--- src/sv/irda_sir_pkg.sv ---
// ----------------------------------------------------------------------------
// irda_sir_pkg
// Shared types, constants and the frame check update for the SIR wrapper.
// ----------------------------------------------------------------------------
package irda_sir_pkg;

  localparam logic [7:0]  FLAG_START = 8'hC0;
  localparam logic [7:0]  FLAG_END   = 8'hC1;
  localparam logic [7:0]  ESC_MARK   = 8'h7D;
  localparam logic [7:0]  ESC_XOR    = 8'h20;
  localparam logic [15:0] CHECK_SEED = 16'hFFFF;
  localparam logic [15:0] CHECK_POLY = 16'h8408;
  localparam logic [5:0]  FLAGS_MIN  = 6'd1;
  localparam logic [5:0]  FLAGS_MAX  = 6'd48;
  localparam logic [5:0]  FLAGS_RST  = 6'd10;

  // Which part of the frame the emitter produces next.
  typedef enum logic [2:0] {
    PH_FLAG,
    PH_DATA,
    PH_FCS_LO,
    PH_FCS_HI,
    PH_END
  } phase_t;

  // One held payload beat handed from the input stage to the emitter.
  typedef struct packed {
    logic       valid;
    logic [7:0] data;
    logic       last;
  } item_t;

  // Reflected CRC-CCITT, one byte folded in, LSB first.
  function automatic logic [15:0] check_update(input logic [15:0] crc_in,
                                               input logic [7:0]  b);
    logic [15:0] c;
    c = crc_in ^ {8'h00, b};
    for (int i = 0; i < 8; i++) begin
      if (c[0]) begin
        c = (c >> 1) ^ CHECK_POLY;
      end else begin
        c = c >> 1;
      end
    end
    return c;
  endfunction

  function automatic logic needs_escape(input logic [7:0] b);
    return (b == FLAG_START) || (b == FLAG_END) || (b == ESC_MARK);
  endfunction

endpackage

--- src/sv/irda_sir_in_stage.sv ---
// ----------------------------------------------------------------------------
// irda_sir_in_stage
// Input register: holds one payload beat until the emitter has used it.
// ----------------------------------------------------------------------------
module irda_sir_in_stage (
  input  logic                 clk,
  input  logic                 rst_n,
  input  logic                 in_tvalid,
  output logic                 in_tready,
  input  logic [7:0]           in_tdata,
  input  logic                 in_tlast,
  input  logic                 consume,
  output irda_sir_pkg::item_t  item
);

  logic       valid_r, valid_nxt;
  logic [7:0] data_r;
  logic       last_r;

  // Free when empty or when the held beat finishes this cycle.
  assign in_tready = !valid_r || consume;
  assign valid_nxt = (in_tvalid && in_tready) ? 1'b1 : (consume ? 1'b0 : valid_r);

  always_ff @(posedge clk) begin
    if (!rst_n) begin
      valid_r <= 1'b0;
    end else begin
      valid_r <= valid_nxt;
    end
  end

  always_ff @(posedge clk) begin
    if (in_tvalid && in_tready) begin
      data_r <= in_tdata;
      last_r <= in_tlast;
    end
  end

  assign item.valid = valid_r;
  assign item.data  = data_r;
  assign item.last  = last_r;

endmodule

--- src/sv/irda_sir_emit.sv ---
// ----------------------------------------------------------------------------
// irda_sir_emit
// Frame sequencer: one line byte per cycle to the output register, bar stalls.
// ----------------------------------------------------------------------------
module irda_sir_emit (
  input  logic                 clk,
  input  logic                 rst_n,
  input  irda_sir_pkg::item_t  item,
  input  logic [5:0]           flag_count,
  output logic                 consume,
  output logic                 out_tvalid,
  input  logic                 out_tready,
  output logic [7:0]           out_byte,
  output logic                 out_last
);

  irda_sir_pkg::phase_t phase_r, phase_nxt;
  logic        esc_r, esc_nxt;
  logic [5:0]  cnt_r, cnt_nxt;
  logic [15:0] crc_r, crc_nxt;
  logic        ovalid_r, ovalid_nxt;
  logic [7:0]  obyte_r;
  logic        olast_r;

  logic        fire;
  logic [5:0]  flags_eff;
  logic [7:0]  sel_byte;
  logic        sel_esc;
  logic        byte_done;
  logic [7:0]  emit_byte;
  logic        emit_last;
  logic [15:0] crc_fcs;

  assign fire = item.valid && (!ovalid_r || out_tready);

  always_comb begin
    flags_eff = flag_count;
    if (flag_count < irda_sir_pkg::FLAGS_MIN) begin
      flags_eff = irda_sir_pkg::FLAGS_MIN;
    end else if (flag_count > irda_sir_pkg::FLAGS_MAX) begin
      flags_eff = irda_sir_pkg::FLAGS_MAX;
    end
  end

  assign crc_fcs = ~crc_r;

  always_comb begin
    case (phase_r)
      irda_sir_pkg::PH_DATA:   sel_byte = item.data;
      irda_sir_pkg::PH_FCS_LO: sel_byte = crc_fcs[7:0];
      irda_sir_pkg::PH_FCS_HI: sel_byte = crc_fcs[15:8];
      default:                 sel_byte = item.data;
    endcase
  end

  assign sel_esc   = irda_sir_pkg::needs_escape(sel_byte);
  // An escaped byte finishes on its second line byte, after the escape mark.
  assign byte_done = !sel_esc || esc_r;

  // Next-state logic.
  always_comb begin
    phase_nxt = phase_r;
    esc_nxt   = esc_r;
    cnt_nxt   = cnt_r;
    crc_nxt   = crc_r;
    if (fire) begin
      case (phase_r)
        irda_sir_pkg::PH_FLAG: begin
          if (cnt_r == flags_eff - 6'd1) begin
            cnt_nxt   = 6'd0;
            phase_nxt = irda_sir_pkg::PH_DATA;
          end else begin
            cnt_nxt = cnt_r + 6'd1;
          end
        end
        irda_sir_pkg::PH_DATA: begin
          esc_nxt = !byte_done;
          if (byte_done) begin
            crc_nxt = irda_sir_pkg::check_update(crc_r, item.data);
            if (item.last) begin
              phase_nxt = irda_sir_pkg::PH_FCS_LO;
            end
          end
        end
        irda_sir_pkg::PH_FCS_LO: begin
          esc_nxt = !byte_done;
          if (byte_done) begin
            phase_nxt = irda_sir_pkg::PH_FCS_HI;
          end
        end
        irda_sir_pkg::PH_FCS_HI: begin
          esc_nxt = !byte_done;
          if (byte_done) begin
            phase_nxt = irda_sir_pkg::PH_END;
          end
        end
        irda_sir_pkg::PH_END: begin
          crc_nxt   = irda_sir_pkg::CHECK_SEED;
          phase_nxt = irda_sir_pkg::PH_FLAG;
        end
        default: begin
          phase_nxt = irda_sir_pkg::PH_FLAG;
        end
      endcase
    end
  end

  // Output logic.
  always_comb begin
    emit_byte = irda_sir_pkg::FLAG_START;
    emit_last = 1'b0;
    case (phase_r)
      irda_sir_pkg::PH_FLAG: begin
        emit_byte = irda_sir_pkg::FLAG_START;
      end
      irda_sir_pkg::PH_DATA,
      irda_sir_pkg::PH_FCS_LO,
      irda_sir_pkg::PH_FCS_HI: begin
        if (!sel_esc) begin
          emit_byte = sel_byte;
        end else if (!esc_r) begin
          emit_byte = irda_sir_pkg::ESC_MARK;
        end else begin
          emit_byte = sel_byte ^ irda_sir_pkg::ESC_XOR;
        end
        emit_last = (phase_r == irda_sir_pkg::PH_DATA) && byte_done && !item.last;
      end
      irda_sir_pkg::PH_END: begin
        emit_byte = irda_sir_pkg::FLAG_END;
        emit_last = 1'b1;
      end
      default: begin
        emit_byte = irda_sir_pkg::FLAG_START;
      end
    endcase
  end

  assign consume    = fire && emit_last;
  assign ovalid_nxt = fire ? 1'b1 : (out_tready ? 1'b0 : ovalid_r);

  always_ff @(posedge clk) begin
    if (!rst_n) begin
      phase_r  <= irda_sir_pkg::PH_FLAG;
      esc_r    <= 1'b0;
      cnt_r    <= 6'd0;
      crc_r    <= irda_sir_pkg::CHECK_SEED;
      ovalid_r <= 1'b0;
    end else begin
      phase_r  <= phase_nxt;
      esc_r    <= esc_nxt;
      cnt_r    <= cnt_nxt;
      crc_r    <= crc_nxt;
      ovalid_r <= ovalid_nxt;
    end
  end

  always_ff @(posedge clk) begin
    if (fire) begin
      obyte_r <= emit_byte;
      olast_r <= emit_last;
    end
  end

  assign out_tvalid = ovalid_r;
  assign out_byte   = obyte_r;
  assign out_last   = olast_r;

endmodule

--- src/sv/irda_sir_frame_wrapper_top.sv ---
// ----------------------------------------------------------------------------
// irda_sir_frame_wrapper_top
// IrDA SIR asynchronous frame wrapper with the 16-bit FCS and byte stuffing.
// ----------------------------------------------------------------------------
// Data path: a beat is captured in the input register at its accepting edge;
// its line bytes then pass through the output register to out_tdata.
// Throughput: one line byte per cycle while a beat is held and the receiver
// does not stall, set by the single output register; a payload beat costs
// one byte, two when escaped, plus start flags, FCS bytes and end flag per frame.
// Reset (rst_n low, synchronous): no frame open, FCS seeded 0xFFFF, 10 flags.
// ----------------------------------------------------------------------------
module irda_sir_frame_wrapper_top (
  input  logic       clk,
  input  logic       rst_n,
  // Start flag count register.
  input  logic       cfg_wr_en,
  input  logic [5:0] cfg_wr_data,   // start_flag_count
  // Payload beats.
  input  logic       in_tvalid,
  output logic       in_tready,
  input  logic [7:0] in_tdata,      // [7:0] data_byte
  input  logic       in_tlast,      // last_byte
  // Wrapped line stream.
  output logic       out_tvalid,
  input  logic       out_tready,
  output logic [7:0] out_tdata,     // [7:0] out_byte
  output logic       out_tlast      // run_last: final byte caused by a beat
);

  // The start flag count is sampled by the emitter whenever it sends flags.
  // Zero is sent as one flag and anything above 48 as 48; the emitter does
  // the clamping so the register keeps the raw written value.
  logic [5:0] flags_r;

  always_ff @(posedge clk) begin
    if (!rst_n) begin
      flags_r <= irda_sir_pkg::FLAGS_RST;
    end else if (cfg_wr_en) begin
      flags_r <= cfg_wr_data;
    end
  end

  irda_sir_pkg::item_t item;
  logic                consume;

  // The input register is freed in the same cycle that the emitter produces
  // the final byte of the held beat, so back-to-back payload beats of an
  // open frame move at one line byte per cycle unless the receiver stalls.
  irda_sir_in_stage u_in_stage (
    .clk       (clk),
    .rst_n     (rst_n),
    .in_tvalid (in_tvalid),
    .in_tready (in_tready),
    .in_tdata  (in_tdata),
    .in_tlast  (in_tlast),
    .consume   (consume),
    .item      (item)
  );

  // The emitter walks the frame sections: start flags on the first beat of
  // a frame, the stuffed payload byte, and after the last beat the two
  // complemented FCS bytes (low first, each stuffed) and the end flag.
  irda_sir_emit u_emit (
    .clk        (clk),
    .rst_n      (rst_n),
    .item       (item),
    .flag_count (flags_r),
    .consume    (consume),
    .out_tvalid (out_tvalid),
    .out_tready (out_tready),
    .out_byte   (out_tdata),
    .out_last   (out_tlast)
  );

endmodule

--- config.mk ---
export PLATFORM = sky130hd
export DESIGN_NAME = irda_sir_frame_wrapper_top
export DESIGN_NICKNAME = d
export VERILOG_FILES = /design/src/sv/irda_sir_pkg.sv /design/src/sv/irda_sir_in_stage.sv /design/src/sv/irda_sir_emit.sv /design/src/sv/irda_sir_frame_wrapper_top.sv
export SDC_FILE = /design/constraint.sdc
export NUM_CORES = 1
export LEC_CHECK = 0
export ABC_AREA = 1
export BUFFER_PORTS_ARGS = -buffer_cell sky130_fd_sc_hd__buf_2
export CAP_MARGIN = 20
export CORE_MARGIN = 5
export CORE_UTILIZATION = 60
export DETAILED_ROUTE_END_ITERATION = 6
export GPL_TIMING_DRIVEN = 0
export MAX_ROUTING_LAYER = met4
export PLACE_DENSITY = 0.9
export REMOVE_ABC_BUFFERS = 1
export SKIP_LAST_GASP = 1
export SLEW_MARGIN = 15
export SYNTH_ARGS = -nofsm -noshare
export SYNTH_HDL_FRONTEND = slang
export SYNTH_HIERARCHICAL = 1
export SYNTH_SLANG_ARGS = --single-unit
--- constraint.sdc ---
create_clock -name clk -period 5.5 [get_ports clk]
set_input_delay 1.1 -clock clk [delete_from_list [all_inputs] [get_ports clk]]
set_output_delay 1.1 -clock clk [all_outputs]
set_load 0.01 [all_outputs]
==> flow_metrics.tcl <==
set metrics [dict create \
    clk_pin_slew_ns 0.09 \
    r2r-start "u_emit/phase_r[2]" \
    rows 25 \
    ff_latch_area_mm2 0.00122 \
    dieArea_mm2 0.00653 \
    die_y_um 80.8 \
    dp.cells 507 \
    rrSetupSlack_ns 2.19 \
    grt_overflow_total 0 \
    tritoncts "yes" \
    gr-usage-all-layers 0.210 \
    yosysTopAreaCell "dfxtp_1" \
    worstRegToRegCells 13 \
    multi_input_area_mm2 0.00149 \
    leakagePower_nw 1.69 \
    yosysWarnings 6 \
    ys_ff_latch 52 \
    hold_buffers 0 \
    avgSynthCellArea_um2 7.13 \
    dp_hpwl_mm 4.66 \
    maxCapViolations 0 \
    critPathKind "register to primary output" \
    synth.area.top_cells "dfxtp_1 23%, edfxtp_1 18%, nand2_1 15%" \
    tightestPinTransition_ns 0.943 \
    final_cell_mix "120 x nand2_1, 76 x nand3_1, 54 x inv_1" \
    cp_max_fo 11 \
    postRouteAntennaNets 0 \
    timing.rr.end "u_in_stage/data_r[3]" \
    io_pins 31 \
    fin_cells 515 \
    period_needed_ns 3.82 \
    synth.distinct_cells 30 \
    clkLatencyLatePin_ns 0.31 \
    clockBufferDepth 2 \
    design_area_mm2 0.00327 \
    ir_drop_v 0.000158 \
    vias_per_cell 5.33 \
    hold_viol 0 \
    fill_cells 397 \
    dpl_worst_slack_ns 2.06 \
    vias 2746 \
    hold_start "u_emit/crc_r[8]" \
    rsz0062_at_grt "no" \
    syn_inst 422 \
    cp_data_arrival_time_ns 2.72 \
    post-route-period-util 0.694 \
    h-tree-depth 2 \
    drc_errors 0 \
    hold-path-cell-count 2 \
    fp.dieW_um 80.8 \
    status "finished clean" \
    drt_wl_total_mm 6.43 \
    ys_seq_area_frac 0.406 \
    grt_pass1_vias 2494 \
    clock_sinks 52 \
    layout_commonest_cell "nand2_1" \
    antenna_cells 0 \
    grt_max_degree 32 \
    grt_antenna_before_repair 0 \
    powerDensity_mw_per_mm2 283 \
    placed_area_mm2 0.00316 \
    cp-start-kind "register" \
    fin_tns_setup_ns 0 \
    finalMaxSlewViolations 0 \
    fmax_mhz 262 \
    cp-end-kind "primary output" \
    worstHoldPathType "register to register" \
    cts-resized-gates 0 \
    initial_core_util 0.629 \
    gp_congestion 0.917 \
    wl_per_cell_um 12.5 \
    syn_to_final_growth_pct 8.69 \
    portBuffers 30 \
    hold_end "u_emit/crc_r[8]" \
    layout-drive-gt1-share 0.129 \
    final_util 0.683 \
    fin_worst_skew_ns 0.0102 \
    p_total_uw 926 \
    setup_slack_ns 1.68 \
    drt_pre_antenna_iters 4 \
    grt_pass1_wl_mm 10.6 \
    numCtsBuffers 5 \
    slew_headroom 0.371 \
    final_nets 469 \
    final-setup-viol-count 0 \
    postCtsSetupBuffers 0 \
    first_iter_violations 190 \
    syn-cell-area_mm2 0.00301 \
    cts_root_buf "clkbuf_8" \
    required_ns 4.40 \
    core-area_mm2 0.00479 \
    synth.top_cell.area_share 0.226 \
    hold_slack_ns 0.488 \
]
routing by layer:
metal / track usage / routed length [um] / part of all wire / vias to the layer above
met3: 0.0410 / 329 / 0.051 / 10
met2: 0.364 / 3290 / 0.51 / 75
li1: - / - / - / 1403
met1: 0.244 / 2720 / 0.42 / 1258
met5: - / 0 / 0 / -
met4: 0.0676 / 92 / 0.014 / 0
worst max path at each step:
| stage | end | startpoint |
|---|---|---|
| 6_report | in_tready | u_emit/phase_r[2] |
| 5_1_grt | in_tready | u_emit/phase_r[2] |
| 4_1_cts | in_tready | u_emit/phase_r[2] |
| 3_5_place_dp | in_tready | u_emit/phase_r[2] |
| 3_3_place_gp | in_tready | u_emit/phase_r[2] |
| 2_1_floorplan | in_tready | u_emit/phase_r[1] |
flip-flops by register name, indices dropped and copies added, names as in the netlist:
signal              cells
flags_r                 6
u_in_stage/last_r       1
u_emit/out_last         1
u_in_stage/valid_r      1
u_in_stage/data_r       8
u_emit/phase_r          3
u_emit/out_byte         8
u_emit/cnt_r            6
u_emit/out_tvalid       1
u_emit/crc_r           16
u_emit/esc_r            1
kinds of logic (layout without fill, tap and decap cells):
group | Yosys count | count (layout) | synth area share
buffers and inverters | 68 | 94 | 0.0977
XOR/XNOR | 17 | 17 | 0.0495
flip-flops | 52 | 52 | 0.406
adder cells (fa/ha/maj) | 2 | 2 | 0.00831
AO/OA/AOI/OAI | 24 | 24 | 0.0462
AND/OR/NAND/NOR | 259 | 259 | 0.393
critical path: stages, from the launching register on:
cell and delay, ns:
dfxtp_1 0.38, nor2_2 0.43, nand2_2 0.24, nand3_1 0.15
nand3_1 0.16, nand2_1 0.10, nor2_1 0.05, nand2_1 0.07
nand3_2 0.15, nand2_1 0.18, nand2_1 0.09, a21oi_1 0.16
inv_2 0.06, nand2_2 0.07, buf_2 0.13
Yosys cell counts:
library cell	n
dfxtp_1	34
nand3_4	1
o211ai_1	1
buf_6	3
a21boi_0	2
buf_4	4
xor2_1	6
o21ai_0	9
edfxtp_1	18
clkbuf_1	4
ha_1	2
nand3b_1	8
nand2_2	3
nand2_1	120
nor3_1	1
buf_2	1
inv_2	2
or2_2	2
nand3_1	76
o2111ai_1	1
a21oi_2	2
a21oi_1	9
nor2_4	1
nand2_4	1
nor2_2	6
xnor2_1	11
nand4_1	3
nor2_1	34
inv_1	54
nand3_2	3
area by class of cell:
type	instances	share of cell area
inverters	56	0.0643
well taps	67	0.0256
clock buffers	6	0.0222
flip-flops and latches	52	0.373
repair buffers	30	0.0459
multi-input cells	302	0.457
clock inverters	2	0.0119
power by group:
part / internal, mW / switching [mW] / total (mW)
logic: 0.0733 / 0.134 / 0.207
registers: 0.428 / 0.0244 / 0.452
clock network: 0.138 / 0.129 / 0.266
(Power assumes the default switching activity.)
